File: src/hw/rtl/ptwa_pkg.sv
// ptwa_pkg: shared constants, codes and types of the peer table with ageing
// used by every module of the block, depends on nothing

package ptwa_pkg;

	// table geometry
	localparam int PEER_SLOTS = 16;
	localparam int SLOT_W     = (PEER_SLOTS > 1) ? $clog2(PEER_SLOTS) : 1;
	localparam int CNT_W      = $clog2(PEER_SLOTS + 1);
	localparam int CNT_SAT    = 31;

	// reset value of the timeout register
	localparam logic [31:0] TIMEOUT_RESET = 32'd300;

	// action codes
	localparam logic [1:0] ACT_UPDATE = 2'd0;
	localparam logic [1:0] ACT_PRUNE  = 2'd1;
	localparam logic [1:0] ACT_READ   = 2'd2;
	localparam logic [1:0] ACT_NONE   = 2'd3;

	// result status codes
	localparam logic [2:0] ST_EXISTING = 3'd0;
	localparam logic [2:0] ST_NEW      = 3'd1;
	localparam logic [2:0] ST_FULL     = 3'd2;
	localparam logic [2:0] ST_PRUNE    = 3'd3;
	localparam logic [2:0] ST_READ     = 3'd4;

	// input item
	typedef struct packed {
		logic [1:0]  action;
		logic [47:0] peer_mac;
		logic [31:0] peer_height;
		logic [7:0]  peer_caps;
		logic [31:0] now_sec;
		logic [3:0]  slot_select;
	} item_t;

	// result item
	typedef struct packed {
		logic [2:0]  status;
		logic [3:0]  slot_index;
		logic [4:0]  active_count;
		logic [4:0]  expired_count;
		logic        entry_active;
		logic [47:0] entry_mac;
		logic [31:0] entry_height;
		logic [7:0]  entry_caps;
		logic [31:0] entry_first_seen;
		logic [31:0] entry_last_seen;
	} result_t;

	// one word of the slot memory
	typedef struct packed {
		logic [47:0] mac;
		logic [31:0] height;
		logic [7:0]  caps;
		logic [31:0] first_seen;
		logic [31:0] last_seen;
	} entry_t;

	// controller to datapath commands
	typedef struct packed {
		logic load;
		logic scan;
		logic read_sel;
		logic upd_write;
		logic finish;
	} cmd_t;

	// datapath to controller status
	typedef struct packed {
		logic scan_last;
		logic result_busy;
	} stat_t;

	// clamp a slot count to the five-bit result field
	function automatic logic [4:0] sat_cnt(input logic [CNT_W-1:0] c);
		if (32'(c) > CNT_SAT) begin
			return 5'(CNT_SAT);
		end
		return 5'(c);
	endfunction

endpackage

File: src/hw/rtl/ptwa_ctrl.sv
// ptwa_ctrl: sequencer of the peer table, one item at a time
// depends on ptwa_pkg for the command, status and action codes

module ptwa_ctrl import ptwa_pkg::*; (
	input  logic       clk,
	input  logic       arst_n,
	input  logic       item_valid,
	input  logic [1:0] item_action,
	input  stat_t      stat,
	output logic       item_stall,
	output cmd_t       cmd
);

	localparam logic [2:0] S_IDLE  = 3'd0;
	localparam logic [2:0] S_SCAN  = 3'd1;
	localparam logic [2:0] S_DRAIN = 3'd2;
	localparam logic [2:0] S_WRITE = 3'd3;
	localparam logic [2:0] S_READ  = 3'd4;
	localparam logic [2:0] S_DONE  = 3'd5;

	logic [2:0] state_q;
	logic [2:0] state_d;
	logic       prune_q;

	// next state and commands
	always_comb begin
		cmd     = '0;
		state_d = state_q;
		unique case (state_q)
			S_IDLE: begin
				if (item_valid) begin
					cmd.load = 1'b1;
					unique case (item_action) inside
						ACT_UPDATE, ACT_PRUNE: state_d = S_SCAN;
						ACT_READ:              state_d = S_READ;
						default:               state_d = S_IDLE;
					endcase
				end
			end
			S_SCAN: begin
				cmd.scan = 1'b1;
				if (stat.scan_last) begin
					state_d = S_DRAIN;
				end
			end
			S_DRAIN: begin
				state_d = prune_q ? S_DONE : S_WRITE;
			end
			S_WRITE: begin
				cmd.upd_write = 1'b1;
				state_d       = S_DONE;
			end
			S_READ: begin
				cmd.read_sel = 1'b1;
				state_d      = S_DONE;
			end
			S_DONE: begin
				if (!stat.result_busy) begin
					cmd.finish = 1'b1;
					state_d    = S_IDLE;
				end
			end
			default: begin
				state_d = S_IDLE;
			end
		endcase
	end

	// state register and action mode
	always_ff @(posedge clk or negedge arst_n) begin
		if (!arst_n) begin
			state_q <= S_IDLE;
			prune_q <= 1'b0;
		end else begin
			state_q <= state_d;
			if (cmd.load) begin
				prune_q <= (item_action == ACT_PRUNE);
			end
		end
	end

	assign item_stall = (state_q != S_IDLE);

endmodule

File: src/hw/rtl/ptwa_datapath.sv
// ptwa_datapath: slot memory, active and written flags, scan compare and result register
// depends on ptwa_pkg; driven by commands from ptwa_ctrl

module ptwa_datapath import ptwa_pkg::*; (
	input  logic        clk,
	input  logic        arst_n,
	input  item_t       item,
	input  cmd_t        cmd,
	output stat_t       stat,
	input  logic        cfg_valid,
	input  logic [31:0] cfg_data,
	input  logic        result_stall,
	output logic        result_valid,
	output result_t     result
);

	// slot memory, no reset: the written flags mask entries never filled
	entry_t mem_q [PEER_SLOTS];
	entry_t rdata_q;

	logic [PEER_SLOTS-1:0] active_q;
	logic [PEER_SLOTS-1:0] written_q;

	item_t             item_q;
	logic [31:0]       timeout_q;
	logic [SLOT_W-1:0] scan_addr_q;
	logic              stage_s1;
	logic [SLOT_W-1:0] addr_s1;

	logic              hit_found_q;
	logic [SLOT_W-1:0] hit_idx_q;
	logic [31:0]       hit_first_q;
	logic [CNT_W-1:0]  live_cnt_q;
	logic [CNT_W-1:0]  exp_cnt_q;
	logic [4:0]        active_total_q;
	logic [2:0]        upd_status_q;
	logic [3:0]        upd_idx_q;
	logic              result_valid_q;
	result_t           result_q;

	logic              is_prune;
	logic [31:0]       age;
	logic              expire;
	logic              mac_hit;
	logic              free_any;
	logic [SLOT_W-1:0] free_idx;
	logic [SLOT_W-1:0] tgt;
	logic              upd_we;
	logic              we;
	logic [SLOT_W-1:0] waddr;
	entry_t            wdata;
	logic              re;
	logic [SLOT_W-1:0] raddr;
	logic [SLOT_W-1:0] sel_addr;
	logic              sel_ok;
	result_t           res_d;

	assign is_prune = (item_q.action == ACT_PRUNE);
	assign sel_addr = SLOT_W'(item_q.slot_select);
	assign sel_ok   = (32'(item_q.slot_select) < PEER_SLOTS);

	// compare stage on the word read in the previous cycle
	assign age     = item_q.now_sec - rdata_q.last_seen;
	assign expire  = stage_s1 && is_prune && active_q[addr_s1] && (age > timeout_q);
	assign mac_hit = stage_s1 && !is_prune && !hit_found_q && active_q[addr_s1] &&
	                 (rdata_q.mac == item_q.peer_mac);

	// lowest free slot
	always_comb begin
		free_any = 1'b0;
		free_idx = '0;
		for (int i = PEER_SLOTS - 1; i >= 0; i--) begin
			if (!active_q[i]) begin
				free_any = 1'b1;
				free_idx = SLOT_W'(i);
			end
		end
	end

	assign tgt    = hit_found_q ? hit_idx_q : free_idx;
	assign upd_we = cmd.upd_write && (hit_found_q || free_any);

	// write port select: expiry write-back or beacon write
	always_comb begin
		we    = 1'b0;
		waddr = addr_s1;
		wdata = rdata_q;
		if (expire) begin
			we        = 1'b1;
			wdata.mac = '0;
		end else if (upd_we) begin
			we               = 1'b1;
			waddr            = tgt;
			wdata.mac        = item_q.peer_mac;
			wdata.height     = item_q.peer_height;
			wdata.caps       = item_q.peer_caps;
			wdata.first_seen = hit_found_q ? hit_first_q : item_q.now_sec;
			wdata.last_seen  = item_q.now_sec;
		end
	end

	// read port select
	assign re    = cmd.scan || cmd.read_sel;
	assign raddr = cmd.scan ? scan_addr_q : sel_addr;

	// slot memory
	always_ff @(posedge clk) begin
		if (we) begin
			mem_q[waddr] <= wdata;
		end
		if (re) begin
			rdata_q <= mem_q[raddr];
		end
	end

	// payload registers of the current item and scan
	always_ff @(posedge clk) begin
		if (cmd.load) begin
			item_q      <= item;
			scan_addr_q <= '0;
			live_cnt_q  <= '0;
			exp_cnt_q   <= '0;
		end else begin
			if (cmd.scan) begin
				scan_addr_q <= (scan_addr_q == SLOT_W'(PEER_SLOTS - 1)) ?
				               '0 : scan_addr_q + SLOT_W'(1);
			end
			if (stage_s1 && is_prune && active_q[addr_s1]) begin
				if (expire) begin
					exp_cnt_q <= exp_cnt_q + CNT_W'(1);
				end else begin
					live_cnt_q <= live_cnt_q + CNT_W'(1);
				end
			end
		end
		if (cmd.scan) begin
			addr_s1 <= scan_addr_q;
		end
		if (mac_hit) begin
			hit_idx_q   <= addr_s1;
			hit_first_q <= rdata_q.first_seen;
		end
		if (cmd.upd_write) begin
			if (hit_found_q) begin
				upd_status_q <= ST_EXISTING;
				upd_idx_q    <= 4'(hit_idx_q);
			end else if (free_any) begin
				upd_status_q <= ST_NEW;
				upd_idx_q    <= 4'(free_idx);
			end else begin
				upd_status_q <= ST_FULL;
				upd_idx_q    <= '0;
			end
		end
		if (cmd.finish) begin
			result_q <= res_d;
		end
	end

	// control state: flags, counters, timeout and result valid
	always_ff @(posedge clk or negedge arst_n) begin
		if (!arst_n) begin
			active_q       <= '0;
			written_q      <= '0;
			stage_s1       <= 1'b0;
			hit_found_q    <= 1'b0;
			active_total_q <= '0;
			timeout_q      <= TIMEOUT_RESET;
			result_valid_q <= 1'b0;
		end else begin
			stage_s1 <= cmd.scan;
			if (cmd.load) begin
				hit_found_q <= 1'b0;
			end else if (mac_hit) begin
				hit_found_q <= 1'b1;
			end
			if (upd_we) begin
				active_q[tgt]  <= 1'b1;
				written_q[tgt] <= 1'b1;
			end
			if (expire) begin
				active_q[addr_s1] <= 1'b0;
			end
			if (cfg_valid) begin
				timeout_q <= cfg_data;
			end
			if (cmd.finish && is_prune) begin
				active_total_q <= sat_cnt(live_cnt_q);
			end
			if (cmd.finish) begin
				result_valid_q <= 1'b1;
			end else if (!result_stall) begin
				result_valid_q <= 1'b0;
			end
		end
	end

	// result assembly
	always_comb begin
		res_d              = '0;
		res_d.active_count = active_total_q;
		unique case (item_q.action)
			ACT_UPDATE: begin
				res_d.status     = upd_status_q;
				res_d.slot_index = upd_idx_q;
			end
			ACT_PRUNE: begin
				res_d.status        = ST_PRUNE;
				res_d.active_count  = sat_cnt(live_cnt_q);
				res_d.expired_count = sat_cnt(exp_cnt_q);
			end
			ACT_READ: begin
				res_d.status     = ST_READ;
				res_d.slot_index = item_q.slot_select;
				if (sel_ok) begin
					res_d.entry_active = active_q[sel_addr];
					if (written_q[sel_addr]) begin
						res_d.entry_mac        = rdata_q.mac;
						res_d.entry_height     = rdata_q.height;
						res_d.entry_caps       = rdata_q.caps;
						res_d.entry_first_seen = rdata_q.first_seen;
						res_d.entry_last_seen  = rdata_q.last_seen;
					end
				end
			end
			default: begin
				res_d.status = ST_READ;
			end
		endcase
	end

	assign stat.scan_last   = (scan_addr_q == SLOT_W'(PEER_SLOTS - 1));
	assign stat.result_busy = result_valid_q && result_stall;
	assign result_valid     = result_valid_q;
	assign result           = result_q;

endmodule

File: src/hw/rtl/peer_table_with_aging.sv
// peer_table_with_aging: top level of the neighbour table with timeout
// depends on ptwa_pkg, ptwa_ctrl and ptwa_datapath

// The block holds PEER_SLOTS neighbour slots (16) in a single-port-read
// memory plus per-slot active and written flags in flip-flops, so it is
// usable straight out of reset with no clearing pass. It works on one item
// at a time. A beacon update walks every slot once through the memory read
// port looking for an active matching address, then writes one word to the
// matching slot or else the lowest free slot, if any. A prune walks the
// slots the same way, writing back expired entries as it goes. A read
// fetches the selected slot through the same read port. Action 3 is taken
// from idle, with no result. The result sits in an output register, and
// the next item is taken while it waits; a further result waits for that
// register to empty. The timeout register can be written at any time the
// block is idle, cfg_ready is always high.

module peer_table_with_aging import ptwa_pkg::*; (
	input  logic        clk,
	input  logic        arst_n,
	input  logic        item_valid,
	output logic        item_stall,
	input  item_t       item,
	output logic        result_valid,
	input  logic        result_stall,
	output result_t     result,
	input  logic        cfg_valid,
	output logic        cfg_ready,
	input  logic [31:0] cfg_data
);

	cmd_t  cmd;
	stat_t stat;

	// sequencer
	ptwa_ctrl u_ctrl (
		.clk         (clk),
		.arst_n      (arst_n),
		.item_valid  (item_valid),
		.item_action (item.action),
		.stat        (stat),
		.item_stall  (item_stall),
		.cmd         (cmd)
	);

	// table and result path
	ptwa_datapath u_dp (
		.clk          (clk),
		.arst_n       (arst_n),
		.item         (item),
		.cmd          (cmd),
		.stat         (stat),
		.cfg_valid    (cfg_valid),
		.cfg_data     (cfg_data),
		.result_stall (result_stall),
		.result_valid (result_valid),
		.result       (result)
	);

	assign cfg_ready = 1'b1;

endmodule

File: config.mk
export PLATFORM = sky130hd
export DESIGN_NAME = peer_table_with_aging
export DESIGN_NICKNAME = d
export VERILOG_FILES = /design/src/hw/rtl/ptwa_pkg.sv /design/src/hw/rtl/ptwa_ctrl.sv /design/src/hw/rtl/ptwa_datapath.sv /design/src/hw/rtl/peer_table_with_aging.sv
export SDC_FILE = /design/constraint.sdc
export NUM_CORES = 2
export LEC_CHECK = 0
export BUFFER_PORTS_ARGS = -buffer_cell sky130_fd_sc_hd__buf_2
export CAP_MARGIN = 40
export CORE_AREA = 8 8 540 754
export CTS_CLUSTER_DIAMETER = 40
export DETAILED_ROUTE_END_ITERATION = 8
export DIE_AREA = 0 0 548 762
export GPL_ROUTABILITY_DRIVEN = 0
export PLACE_DENSITY = 0.55
export SLEW_MARGIN = 20
export SYNTH_ARGS = -nofsm -noshare
export SYNTH_HDL_FRONTEND = slang
export SYNTH_SLANG_ARGS = --single-unit
File: constraint.sdc
create_clock -name clk -period 53.7 [get_ports clk]
set_clock_uncertainty 0.05 [all_clocks]
set_input_delay 5.37 -clock clk [delete_from_list [all_inputs] [get_ports clk]]
set_output_delay 5.37 -clock clk [all_outputs]
set_load 0.1 [all_outputs]
==> results.cfg <==
[global_routing]
grt_pass1_wl_um = 480000
track_usage_pct = 15.6
grt_max_degree = 136
overflow = 0
grt_pass1_vias = 63700
antenna_found_initial = 34

[logic_synthesis]
ys_ff_latch = 3016
yosys_warnings = 0
netlist_area_mm2 = 0.118
avgSynthCellArea_um2 = 19.9
syn_inst = 5955
synth_top_flop_cell = edfxtp_1
async_flop_share_pct = 2.52
synth_seq_area_share_pct = 76.1
synth_cell_types = 77
syn_nets = 6185
synth_edf_count = 2926

[floorplanning]
die_w_um = 548
core.rowCount = 274
core_area_mm2 = 0.396
die_y_um = 762
die-area_mm2 = 0.418
initial_utilization_pct = 29.9
io_pins = 336

[cts]
cts_max_path_buffers = 4
cts_max_level = 5
hold_buffers = 0
cts_tree = done
clock_latency_ns = 0.97
ctsResizeCount = 0
cts_buffers = 421
path_clk_slew_ns = 0.06
cts_num_sinks = 3016
cts-root-buf = clkbuf_16
post_cts_buffers = 0

[detailed_routing]
wl_um = 337000
drc = 0
drt-wirelength-per-cell_um = 27.6
ant_nets = 0
vias_per_cell = 5.04
drt_iter0_markers = 5947
dr.pass1.iters = 5
vias = 61700

[timing]
rsz0062_at_grt = no
finalSetupViolations = 0
relSlewSlack_pct = 29.3
hold_viol = 0
period_needed_ns = 9.01
hold-worst-slack_ns = 0.398
tns_ns = 0
tightestPinTransition_ns = 1.06
slew_viol_final = 0
finalCritPeriodShare_pct = 16.8
max_freq_mhz = 111

[finish]
nNetsFinal = 6846
final_area_mm2 = 0.142
final_cells = 12200
areaGrowthSynthToFinish_pct = 20.4
fillCellCount = 36600
final_util_pct = 36.0
final_layout_size_suffix_gt1_share_pct = 29.0

[placed_design]
place_hpwl_um = 198000
numPortBuffers = 334
dpl.cell_count = 11400
place_area_mm2 = 0.127

[power_and_ir_drop]
p_per_area_mw_per_mm2 = 63.7
leakagePower_nw = 46.8
ir_drop_uv = 50.8

[critical_path]
worstSetupStartpointType = register
crit_type = reg2reg
rrSetupSlack_ns = 44.69
cp_slowest_stage_delay_ns = 0.76
end_kind = register
critPathSlowestCell = buf_4
arrival_ns = 9.46
worstPathRequired_ns = 54.15
worstPathMaxFanout = 90

[status]
status = complete, no violations

[job]
max_cap_viol_count = 0

[min_path]
hp-class = reg2reg
[per-layer routing]
metal,up-vias,global-route usage [%],share of wire [%]
li1,25500,-,-
met1,33400,20.9,42
met2,2361,26.6,49
met3,479,2.75,6.5
met4,0,3.52,2.4
met5,-,0,0
[Yosys cell counts (42+ instances only)]
| cell type | number | share of area, % |
|---|---|---|
| edfxtp_1 | 2926 | 74 |
| mux4_2 | 621 | 12 |
| nand2_1 | 503 | 1.6 |
| and2_1 | 314 | 1.7 |
| clkbuf_1 | 167 | 0.53 |
| a31oi_1 | 161 | 0.85 |
| a211oi_1 | 159 | 1.0 |
| a21oi_1 | 90 | 0.38 |
| o21ai_0 | 90 | 0.38 |
| inv_1 | 87 | 0.28 |
| buf_2 | 73 | 0.31 |
| dfrtp_1 | 72 | 1.5 |
| mux2_4 | 70 | 0.89 |
| ha_1 | 66 | 0.70 |
| nor2_1 | 60 | 0.19 |
| xor2_1 | 42 | 0.31 |
[critical path, delay by kind of cell, from the launching register on]
family | cells | cell delay [ns]
compound gates | 9 | 2.50
xor+xnor | 1 | 0.13
fa+ha+maj | 3 | 0.95
buf+inv | 8 | 3.26
flops | 1 | 0.39
simple gates | 4 | 1.14
[kinds of logic after synthesis]
family / count (synthesis) / synth area share [%]
DFF: 3016 / 76.1
and+or+nand+nor: 1002 / 4.11
muxes: 742 / 13.2
AOI/OAI and AO/OA: 636 / 3.49
buffers and inverters: 409 / 1.75
xor gates and xnor gates: 82 / 0.607
adders and majority gates: 67 / 0.715
other: 1 / 0.00317
[layout by cell type (no fill, tap or decap), types with 39 or more instances in the layout]
cell type   count
dfrtp_1        71
o21ai_0        87
inv_1          86
mux2i_1        39
nand2_1       502
xnor2_1        40
buf_2         335
ha_1           66
edfxtp_1     2926
clkbuf_16     428
clkinv_1       50
a31oi_1       161
buf_4         159
xor2_1         42
and2_1        314
a211oi_1      159
a21oi_1        84
clkinv_2       47
inv_6          47
mux4_2        621
mux2_4         70
bufinv_16      61
clkinv_4       45
nor2_1         59
clkinvlp_4     49
[metrics by stage]
stage	setup WS [ns]	total power, W
finish	44.69	0.00908
global route	44.20	0.00944
CTS	44.28	0.00915
detailed placement	44.41	0.00627
global placement	44.30	0.00616
floorplan	33.45	0.00534
[sequential cells by signal, summed over array words and instances, names as in the netlist]
register             count
u_dp.mem_q            2432
u_dp.active_q           16
u_dp.addr_s1             4
u_dp.scan_addr_q         4
u_dp.written_q          16
u_dp.exp_cnt_q           5
u_dp.result_valid        1
u_dp.upd_idx_q           4
u_dp.hit_idx_q           4
u_dp.item_q            122
u_ctrl.prune_q           1
u_dp.hit_found_q         1
u_dp.upd_status_q        2
u_dp.stage_s1            1
u_dp.rdata_q           152
u_dp.live_cnt_q          5
u_ctrl.state_q           3
u_dp.sel_addr            4
u_dp.result            170
u_dp.active_total_q      5
u_dp.timeout_q          32
u_dp.hit_first_q        32
[report_power, final]
part | total, W | switching (W) | internal (W)
Combinational | 0.00273 | 0.00174 | 0.000989
Sequential | 0.00348 | 0.000179 | 0.00331
Clock | 0.00287 | 0.00109 | 0.00178
Total | 0.00908 | 0.00301 | 0.00607
[cell type report]
class                      instances  area (µm²)  area share (%)
multi-input combinational       2530       26500            18.6
sequential                      3016       90100            63.2
clock buffer                     468       10900            7.64
clock inverter                   329        3910            2.74
antenna                            8        20.0          0.0141
tap                             5244        6560            4.61
inverter                          89         342           0.240
timing repair buffer             558        4180            2.93
[worst paths after layout]
check	start	depth (start not counted)	end
min in group asynchronous	arst_n	1	u_dp.timeout_q[20]$_DFFE_PN0P_
hold reg to reg	u_dp.scan_addr_q[2]$_SDFFE_PP0P_	0	u_dp.addr_s1[2]$_DFFE_PP_
max in group asynchronous	arst_n	2	u_dp.hit_found_q$_DFFE_PN0P_
hold / removal	u_dp.scan_addr_q[2]$_SDFFE_PP0P_	0	u_dp.addr_s1[2]$_DFFE_PP_
setup reg to reg	u_dp.item_q[4]$_DFFE_PP_	25	u_dp.mem_q[5][88]$_DFFE_PP_
setup / recovery	u_dp.item_q[4]$_DFFE_PP_	25	u_dp.mem_q[5][88]$_DFFE_PP_
No activity file was read; power rests on OpenSTA's default activity.
